**src/rtl/core/sfts_pkg.sv**
```systemverilog
`default_nettype none

package sfts_pkg;

   // datapath operations issued by the sequencer
   typedef enum logic [4:0] {
      OP_NONE,
      OP_LOAD,
      OP_FLT,
      OP_KELV,
      OP_SQ,
      OP_Q,
      OP_X1,
      OP_X2,
      OP_X3,
      OP_RAD,
      OP_H1,
      OP_H2,
      OP_C1,
      OP_K,
      OP_ALQ,
      OP_M1,
      OP_M2,
      OP_M3,
      OP_DIVI,
      OP_UPD,
      OP_OUT
   } op_type;

   typedef struct packed {
      op_type op;
   } cmd_type;

   typedef struct packed {
      logic       fault;
      logic [1:0] mode;
      logic       div_last;
   } status_type;

   // csr register indexes
   typedef enum logic [2:0] {
      CSR_MODE,
      CSR_EMISSIVITY,
      CSR_INS_COND,
      CSR_PROT_CAP,
      CSR_COAT_RES,
      CSR_SECTION,
      CSR_STEEL_CAP,
      CSR_TIME_STEP
   } csr_index_type;

   // protection modes
   localparam logic [1:0] MODE_UNPROT = 2'd0;
   localparam logic [1:0] MODE_HEAVY  = 2'd1;
   localparam logic [1:0] MODE_COAT   = 2'd2;
   localparam logic [1:0] MODE_LIGHT  = 2'd3;

   localparam int CSR_ADDR_W = 3;
   localparam int CSR_DATA_W = 25;

   localparam logic [23:0] SIGMA_Q48    = 24'd15959631;
   localparam int          KELVIN_C     = 273;
   localparam int          CONV_COEF    = 25;
   localparam int          START_C      = 20;
   localparam int          ALPHA_W      = 26;
   localparam int          DIV_W        = 64;
   localparam int          DEN_W        = 41;

endpackage

`default_nettype wire

```
**src/rtl/core/sfts_ctrl.sv**
```systemverilog
`default_nettype none

module sfts_ctrl (
   input  wire logic                 clock,
   input  wire logic                 reset,
   input  wire logic                 req_valid,
   output logic                      req_ready,
   output logic                      rsp_valid,
   input  wire logic                 rsp_ready,
   input  wire sfts_pkg::status_type status,
   output sfts_pkg::cmd_type         cmd
);
   import sfts_pkg::*;

   typedef enum logic [20:0] {
      S_IDLE = 21'(1 << 0),
      S_SEL  = 21'(1 << 1),
      S_FLT  = 21'(1 << 2),
      S_KELV = 21'(1 << 3),
      S_SQ   = 21'(1 << 4),
      S_Q    = 21'(1 << 5),
      S_X1   = 21'(1 << 6),
      S_X2   = 21'(1 << 7),
      S_X3   = 21'(1 << 8),
      S_RAD  = 21'(1 << 9),
      S_H1   = 21'(1 << 10),
      S_H2   = 21'(1 << 11),
      S_C1   = 21'(1 << 12),
      S_K    = 21'(1 << 13),
      S_ALQ  = 21'(1 << 14),
      S_M1   = 21'(1 << 15),
      S_M2   = 21'(1 << 16),
      S_M3   = 21'(1 << 17),
      S_DIVI = 21'(1 << 18),
      S_UPD  = 21'(1 << 19),
      S_OUT  = 21'(1 << 20)
   } state_type;

   state_type state_ff, state_in;
   logic      final_ff, final_in;
   logic      rsp_valid_ff, rsp_valid_in;

   assign req_ready = (state_ff == S_IDLE);
   assign rsp_valid = rsp_valid_ff;

   // sequencer
   always_comb begin
      state_in = state_ff;
      final_in = final_ff;
      cmd.op   = OP_NONE;
      case (state_ff)
         S_IDLE: begin
            if (req_valid) begin
               cmd.op   = OP_LOAD;
               state_in = S_SEL;
            end
         end
         S_SEL: begin
            if (status.fault) begin
               state_in = S_FLT;
            end else begin
               case (status.mode)
                  MODE_UNPROT: state_in = S_KELV;
                  MODE_HEAVY:  state_in = S_H1;
                  MODE_COAT:   state_in = S_C1;
                  default:     state_in = S_K;
               endcase
            end
         end
         S_FLT: begin
            cmd.op   = OP_FLT;
            state_in = S_OUT;
         end
         S_KELV: begin cmd.op = OP_KELV; state_in = S_SQ;  end
         S_SQ:   begin cmd.op = OP_SQ;   state_in = S_Q;   end
         S_Q:    begin cmd.op = OP_Q;    state_in = S_X1;  end
         S_X1:   begin cmd.op = OP_X1;   state_in = S_X2;  end
         S_X2:   begin cmd.op = OP_X2;   state_in = S_X3;  end
         S_X3:   begin cmd.op = OP_X3;   state_in = S_RAD; end
         S_RAD:  begin cmd.op = OP_RAD;  state_in = S_M1;  end
         S_H1:   begin cmd.op = OP_H1;   state_in = S_H2;  end
         S_H2: begin
            cmd.op   = OP_H2;
            final_in = 1'b0;
            state_in = S_DIVI;
         end
         S_C1: begin
            cmd.op   = OP_C1;
            final_in = 1'b0;
            state_in = S_DIVI;
         end
         S_K:    begin cmd.op = OP_K;    state_in = S_M1;  end
         S_ALQ:  begin cmd.op = OP_ALQ;  state_in = S_M1;  end
         S_M1:   begin cmd.op = OP_M1;   state_in = S_M2;  end
         S_M2:   begin cmd.op = OP_M2;   state_in = S_M3;  end
         S_M3: begin
            cmd.op   = OP_M3;
            final_in = 1'b1;
            state_in = S_DIVI;
         end
         S_DIVI: begin
            cmd.op = OP_DIVI;
            if (status.div_last) begin
               state_in = final_ff ? S_UPD : S_ALQ;
            end
         end
         S_UPD: begin cmd.op = OP_UPD; state_in = S_OUT; end
         S_OUT: begin
            if (!rsp_valid_ff || rsp_ready) begin
               cmd.op   = OP_OUT;
               state_in = S_IDLE;
            end
         end
         default: state_in = S_IDLE;
      endcase
   end

   // output beat valid
   always_comb begin
      rsp_valid_in = rsp_valid_ff;
      if (rsp_ready) begin
         rsp_valid_in = 1'b0;
      end
      if (cmd.op == OP_OUT) begin
         rsp_valid_in = 1'b1;
      end
   end

   always_ff @(posedge clock) begin
      if (reset) begin
         state_ff     <= S_IDLE;
         final_ff     <= 1'b0;
         rsp_valid_ff <= 1'b0;
      end else begin
         state_ff     <= state_in;
         final_ff     <= final_in;
         rsp_valid_ff <= rsp_valid_in;
      end
   end

endmodule

`default_nettype wire

```
**config.mk**
```make
export PLATFORM = sky130hd
export DESIGN_NAME = sfts_ctrl
export DESIGN_NICKNAME = d
export VERILOG_FILES = /design/src/rtl/core/sfts_pkg.sv /design/src/rtl/core/sfts_ctrl.sv
export SDC_FILE = /design/constraint.sdc
export NUM_CORES = 1
export LEC_CHECK = 0
export ABC_AREA = 1
export BUFFER_PORTS_ARGS = -buffer_cell sky130_fd_sc_hd__buf_4
export CORE_MARGIN = 2
export CORE_UTILIZATION = 58
export DETAILED_ROUTE_END_ITERATION = 8
export PLACE_DENSITY = 0.78
export SYNTH_ARGS = -nofsm -noshare
export SYNTH_HDL_FRONTEND = slang
export SYNTH_SLANG_ARGS = --single-unit
```
**constraint.sdc**
```tcl
create_clock -name clock -period 2 [get_ports clock]
set_clock_uncertainty 0.2 [all_clocks]
set_input_delay 0.4 -clock clock [delete_from_list [all_inputs] [get_ports clock]]
set_output_delay 0.4 -clock clock [all_outputs]
set_load 0.01 [all_outputs]
```
==> results by group, run 1 <==
STA
  • Worst Endpoint after GRT Repair: cmd[3]
  • Worst EP Category: output port

Yosys
  • Avg Cell Area, Syn: 7.00 um2
  • Mapped cell area: 1560 um2
  • Most numerous cell in the Yosys netlist: nor2_1
  • Seq/Total Area, Yosys: 29.5%
  • Yosys top cell area share: 29.5%
  • Synth area leader: dfxtp_1
  • Ranking of synthesized cells by area: dfxtp_1 29%, nor2_1 9.1%, inv_1 7.5%
  • Synth async-reset ratio: 0%
  • Post-synth EDFFs: 0
  • Ys flop type: dfxtp_1
  • Cell count after synthesis: 223
  • Syn_nets: 231
  • Unique masters post-synth: 34
  • Commonest cells in the netlist: 38 x nor2_1, 31 x inv_1, 29 x nand2_1
  • Ys Warns: 0
  • Yosys reg bits: 23

Status
  • Failing step: global routing
  • Status: stopped before the end
  • First Err: [ERROR DPL-0033] detailed placement checks failed during check placement.

Placement
  • Final GP Congestion: 1.05
  • # port buffers: 14
  • Setup WS pre-CTS: -137 ps
  • Dpl cells: 311
  • Post-DP HPWL: 3400 um

Clock tree
  • Clk buf depth: 2
  • CTS H-Tree Depth: 1
  • Post-CTS Hold Buffers: 0
  • Clock sink count: 23
  • Root Buffer: clkbuf_4
  • CTS buffer count: 3

Floorplanning
  • Die height: 55.9 um
  • I/O pin cnt: 15
  • Row cnt: 18
  • Initial Utilization: 61.9%
  • Die Width: 55.9 um

Global route
  • Largest net degree at the start of global routing: 22
  • Initial antenna violation count: 1
-- cell families after synthesis --
| group | Yosys count | share of synthesized area, % |
|---|---|---|
| compound gates | 12 | 4.41 |
| buf+inv | 41 | 10.4 |
| flops | 23 | 29.5 |
| simple gates | 147 | 55.7 |
-- per-stage QoR --
| stage | hold slack [ps] | utilization (%) | setup TNS [ps] | instance area [um2] |
|---|---|---|---|---|
| detailed placement | 272 | 81.0 | -517 | 2040 |
| global placement | 259 | 81.0 | -272 | 2040 |
| floorplan | 239 | - | 0 | 1560 |
| CTS | 44.4 | 89.6 | -1890 | 2260 |
-- what timing repair did --
action	in CTS
buffers inserted	23
pin swaps	17
cloned	0
endpoints found under the setup margin	19
resized for setup	43
==> run 2, diff against run 1 <==
CORE_UTILIZATION = 40   (was 58)
PLACE_DENSITY = unset   (was 0.78)
PLACE_DENSITY_LB_ADDON = 0.15   (was unset)
==> run 2 against run 1 <==
Against the previous run: the flow now finishes, with violations (negative setup slack); synthesized cell count did not move; area after synthesis unchanged.
==> results by group, run 2 <==
STA
  • Worst-Margin Slew: 355 ps
  • Endpoints failing setup: 21
  • Final-report hold violation count: 0
  • Max Slew Vio Count: 0
  • Crit share post-route: 119%
  • Final Worst Setup Slack: -373 ps
  • Hold_ws: 98.9 ps
  • Worst rel slew slack: 76.2%
  • RSZ-0062 raised after global routing: yes
  • Fmax: 421 MHz
  • Tmin final: 2370 ps
  • Post-route setup TNS: -3350 ps

Finish
  • Most common cell after layout, fill and taps aside: buf_4
  • # fillers: 304
  • Max FFs per register: 21
  • Antenna Cells: 0
  • Register name with the most flops: state_ff
  • Area Overhead vs Synth: 63.7%
  • Final nets: 317
  • Finished Layout Cells: 356
  • Share of layout cells above drive strength 1: 57.1%
  • Commonest cells after routing, fill and taps aside: 73 x buf_4, 33 x nor2_1, 30 x inv_1, 25 x nand2_1, 18 x dfxtp_2
  • Post-route cell area: 2560 um2
  • Final Core Density: 68.8%

Power
  • Total power: 1.53 mW
  • Peak supply drop: 0.595 mV
  • Leak Pwr: 1.20 nW
  • Power density cells: 597 nW/um2

Clock tree
  • CTS clock-pin slew for the worst setup and hold paths: 80 ps
  • CTS H-Tree Depth: 1 (unchanged)
  • Post-CTS Hold Buffers: 0 (unchanged)
  • Root Buffer: clkbuf_8
  • CTS buffer count: 3 (unchanged)
  • TritonCTS clock tree: yes
  • Clk buf depth: 2 (unchanged)
  • Clock latency on the worst-skew pair: 270 ps
  • Clock sink count: 23 (unchanged)

Critical path
  • Worst path arrival time: 1770 ps
  • Worst reg-to-reg path cell count: 14
  • Critical Path Sink Type: output pin
  • Crit path kind: reg2out
  • Worst-path cell chain: nor2_4, nand2_4, nor2_8, buf_12, nand2_8, clkinv_8, nand4_4, or2_4, nand4_1, buf_4
  • Reg2reg setup slack: -140 ps
  • CP Data Required Time: 1400 ps
  • Slowest stage delay, CP: 340 ps
  • Startpoint types: flop
  • Critical path's slowest cell: dfxtp_2
  • Worst r2r dst: state_ff[0]
  • Worst reg2reg path startpoint: state_ff[5]
  • CP max FO: 4

Placement
  • Post-DP HPWL: 3220 um (-5.6%)
  • Dpl cells: 334 (+7.4%)
  • Setup WS pre-CTS: -105 ps (+31.7 ps)
  • Final GP Congestion: 0.904 (-14%)
  • Post-place instance area: 2110 um2 (+3.6%)
  • # port buffers: 14 (unchanged)

Global route
  • Total gr overflow: 0
  • Tot GR Track Use: 22.5%
  • Vias in the first global route: 1634
  • Largest net degree at the start of global routing: 22
  • First-pass GRT wire length: 7450 um
  • Initial antenna violation count: 0

Yosys
  • Most numerous cell in the Yosys netlist: nor2_1
  • Synth area leader: dfxtp_1
  • Post-synth EDFFs: 0 (unchanged)
  • Syn_nets: 231 (unchanged)
  • Synth async-reset ratio: 0% (unchanged)
  • Cell count after synthesis: 223 (unchanged)
  • Commonest cells in the netlist: 38 x nor2_1, 31 x inv_1, 29 x nand2_1
  • Ys Warns: 0 (unchanged)
  • Unique masters post-synth: 34 (unchanged)
  • Yosys top cell area share: 29.5% (unchanged)
  • Ys flop type: dfxtp_1
  • Yosys reg bits: 23 (unchanged)
  • Seq/Total Area, Yosys: 29.5% (unchanged)
  • Mapped cell area: 1560 um2 (unchanged)
  • Avg Cell Area, Syn: 7.00 um2 (unchanged)
  • Ranking of synthesized cells by area: dfxtp_1 29%, nor2_1 9.1%, inv_1 7.5%

Routing
  • ANT nets after route: 0
  • Vias per cell: 4.95
  • Avg WL per Cell: 13.6 um
  • DR vias: 1763
  • 1st-iter DRT viols: 98
  • Overall routed net length: 4850 um
  • DRT Pass-1 Iters: 4
  • Drt drc: 0

Status
  • Status: complete, but fails checks
  • Failing checks: negative setup slack

Min path
  • WHS Path Cells: 2
  • HP Class: in2reg
  • Hold_sp: status[1]
  • WHS Endpoint: state_ff[3]

Floorplanning
  • Row cnt: 22 (+4)
  • Die Width: 66.5 um (+19%)
  • Initial Utilization: 42.0% (-20 points)
  • I/O pin cnt: 15 (unchanged)
  • Die ar.: 4420 um2
  • Core box area: 3720 um2
  • Die height: 66.5 um (+19%)

Job
  • Max_cap viols: 0
run 2: cell counts after synthesis:
Identical to the previous run, type by type.
run 2: critical path, delay by kind of cell, from the launching register on:
family,cells,cell delay (ps)
AND/OR/NAND/NOR,7,840
buffers and inverters,3,310
flip-flops,1,340
run 2: repair_timing:
action                                 in CTS  in global routing
gates resized for setup                    36                 38
pin swaps                                  15                 25
setup endpoints to repair                  19                 21
endpoints found under the hold margin       0                  0
cloned                                      1                  0
setup buffers                              11                  8
run 2: how the worst max path moves through the flow:
stage | from | end | depth (start not counted)
global placement | state_ff[4] | cmd[2] | 10
floorplan | state_ff[13] | cmd[2] | 8
CTS | state_ff[3] | cmd[4] | 10
detailed placement | state_ff[6] | cmd[2] | 10
global route | state_ff[5] | cmd[1] | 9
finish | state_ff[5] | cmd[4] | 10
run 2: power breakdown:
part,internal (mW),switching (mW)
sequential,0.477,0.0151
combinational,0.353,0.387
clock,0.139,0.155
total,0.969,0.557
run 2: per-layer routing:
layer / up-vias / share of wire [%] / GRT usage (%)
li1: 888 / - / -
met1: 817 / 44 / 29.8
met2: 49 / 51 / 37.8
met3: 9 / 3.6 / 2.87
met4: 0 / 1.9 / 6.89
met5: - / 0 / 0
run 2: layout make-up:
cell class / instances / area, um2 / share of cell area (%)
timing repair inverter: 1 / 6.26 / 0.245
clock inverter: 1 / 5.00 / 0.196
timing repair buffer: 82 / 658 / 25.7
inverter: 39 / 166 / 6.51
clock buffer: 3 / 41.3 / 1.62
sequential: 23 / 483 / 18.9
multi-input combinational: 159 / 1140 / 44.4
tap: 48 / 60.1 / 2.35
run 2: logic make-up (layout without fill, tap and decap cells):
logic type	Yosys count	after routing	synth area share [%]
buffers and inverters	41	126	10.4
flip-flops	23	23	29.5
AO/OA/AOI/OAI	12	12	4.41
AND/OR/NAND/NOR	147	147	55.7
No activity file was read; power rests on OpenSTA's default activity.
==> run 3, diff against run 2 <==
SETUP_SLACK_MARGIN = 0.4   (was unset)
==> run 3 against run 2 <==
Against the previous run: the run still ends with negative setup slack left; power about the same; global-route usage rose by 2.8 points; first-iteration DRC count increased by 6.1%; highest routed layer unchanged.
==> results by group, run 3 (synthesized netlist as in run 2, its figures left out) <==
Clock tree
  • Root Buffer: clkbuf_8
  • Clock latency on the worst-skew pair: 270 ps (about the same)
  • Post-CTS Hold Buffers: 0 (unchanged)
  • Clk buf depth: 2 (unchanged)
  • CTS H-Tree Depth: 1 (unchanged)
  • TritonCTS clock tree: yes
  • Clock sink count: 23 (unchanged)
  • CTS buffer count: 3 (unchanged)
  • CTS clock-pin slew for the worst setup and hold paths: 90 ps (about the same)

Finish
  • Max FFs per register: 21 (unchanged)
  • Antenna Cells: 0 (unchanged)
  • Share of layout cells above drive strength 1: 62.3% (+5.2 points)
  • Most common cell after layout, fill and taps aside: buf_4
  • Commonest cells after routing, fill and taps aside: 63 x buf_4, 29 x inv_1, 28 x nor2_1, 27 x nand2_1, 20 x dfxtp_2
  • Finished Layout Cells: 353 (-0.84%)
  • Area Overhead vs Synth: 71.0%
  • Final nets: 314 (-0.95%)
  • Final Core Density: 71.9% (+3.1 points)
  • Register name with the most flops: state_ff

Critical path
  • Worst-path cell chain: nor2_4, nand2_4, nor2_8, nand2_4, clkinv_4, nand4_4, or2_1, nand4_1, buf_4
  • Worst reg-to-reg path cell count: 14 (unchanged)
  • Critical path's slowest cell: dfxtp_2
  • Slowest stage delay, CP: 340 ps (about the same)
  • CP max FO: 7 (+3)
  • Crit path kind: reg2out
  • Critical Path Sink Type: output pin
  • CP Data Required Time: 1400 ps (about the same)
  • Worst path arrival time: 1770 ps (about the same)
  • Startpoint types: flop
  • Most frequent CP cell: nand2_4

Routing
  • DRT Pass-1 Iters: 4 (unchanged)
  • Avg WL per Cell: 15.2 um (+11%)
  • Vias per cell: 5.12 (+3.3%)
  • ANT nets after route: 0 (unchanged)
  • Drt drc: 0 (unchanged)
  • 1st-iter DRT viols: 104 (+6.1%)
  • DR vias: 1806 (+2.4%)
  • Overall routed net length: 5360 um (+10%)

Placement
  • Dpl cells: 329 (-1.5%)
  • Setup WS pre-CTS: -70.2 ps (+34.9 ps)
  • # port buffers: 14 (unchanged)
  • Post-DP HPWL: 3370 um (+4.8%)
  • Final GP Congestion: 0.929 (+2.7%)

STA
  • Worst-Margin Slew: 410 ps (+55.6 ps)
  • Fmax: 423 MHz (+0.29%)
  • Worst rel slew slack: 72.7% (-3.5 points)
  • Crit share post-route: 118% (-0.35 points)
  • Post-route setup TNS: -3660 ps (-307 ps)
  • Endpoints failing setup: 21 (unchanged)
  • Final-report hold violation count: 0 (unchanged)
  • RSZ-0062 raised after global routing: yes
  • Max Slew Vio Count: 0 (unchanged)
  • Tmin final: 2370 ps (-6.91 ps)
  • Final Worst Setup Slack: -366 ps (+6.91 ps)

Global route
  • Vias in the first global route: 1818 (+11%)
  • Initial antenna violation count: 0 (unchanged)
  • Tot GR Track Use: 25.2% (+2.8 points)
  • Total gr overflow: 0 (unchanged)
  • Largest net degree at the start of global routing: 22 (unchanged)
  • First-pass GRT wire length: 8280 um (+11%)

Power
  • Peak supply drop: 0.616 mV (+3.6%)
  • Power density cells: 571 nW/um2 (-4.3%)
  • Leak Pwr: 1.22 nW (+1.4%)

Floorplanning
  • Die height: 66.5 um (unchanged)
  • Core box area: 3720 um2 (unchanged)
  • Die ar.: 4420 um2 (unchanged)
  • Initial Utilization: 42.0% (unchanged)
  • I/O pin cnt: 15 (unchanged)
  • Row cnt: 22 (unchanged)
  • Die Width: 66.5 um (unchanged)

Status
  • Status: complete, but fails checks
  • Failing checks: negative setup slack

Min path
  • HP Class: in2reg
  • WHS Path Cells: 2 (unchanged)

Job
  • Max_cap viols: 0 (unchanged)
-- run 3: report_power, final --
| group | total, mW | internal, mW | switching, mW |
|---|---|---|---|
| logic | 0.730 | 0.324 | 0.406 |
| registers | 0.492 | 0.475 | 0.0168 |
| clock network | 0.303 | 0.140 | 0.164 |
-- run 3: worst max-delay path: cells and delay by family (launching register included) --
family	cells	cell delay [ps]
buffers and inverters	2	200
AND/OR/NAND/NOR	7	940
flip-flops	1	340
-- run 3: timing repair --
item	CTS	global route
gates cloned	1	0
resized for setup	62	32
pin swaps	28	19
buffers inserted	13	6
endpoints found under the hold margin	0	0
setup endpoints to repair	28	29
-- run 3: cell type report --
class	instances	area, um2
clock buffers	3	41.3
clock inverters	1	5.00
fillers	274	1050
inverters	39	164
multi-input cells	159	1240
flip-flops and latches	23	489
well taps	48	60.1
repair buffers	79	662
repair inverters	1	6.26
-- run 3: routing by layer --
layer / part of all wire, % / vias up / wire length, um / global-route usage [%]
li1: - / 889 / - / -
met1: 43 / 854 / 2300 / 29.7
met4: 2.2 / 0 / 116 / 10.5
met3: 2.5 / 13 / 134 / 3.21
met2: 52 / 50 / 2810 / 45.8
met5: 0 / - / 0 / 0
-- run 3: metrics by stage --
| step | instance area [um2] | hold slack [ps] | power (mW) |
|---|---|---|---|
| 3_5_place_dp | 2130 | 262 | 1.03 |
| 5_1_grt | 2670 | 97.8 | 1.60 |
| 4_1_cts | 2500 | 95.9 | 1.46 |
| 3_3_place_gp | 2130 | 258 | 1.02 |
| 6_report | 2670 | 95.6 | 1.53 |
| 2_1_floorplan | 1620 | 239 | 0.812 |
-- run 3: final timing paths --
path / startpoint / to / slack (ps)
max: state_ff[8] / cmd[4] / -370
min: status[1] / state_ff[3] / 100
max reg2reg: state_ff[8] / state_ff[14] / -160
min reg2reg: final_ff / state_ff[19] / 270
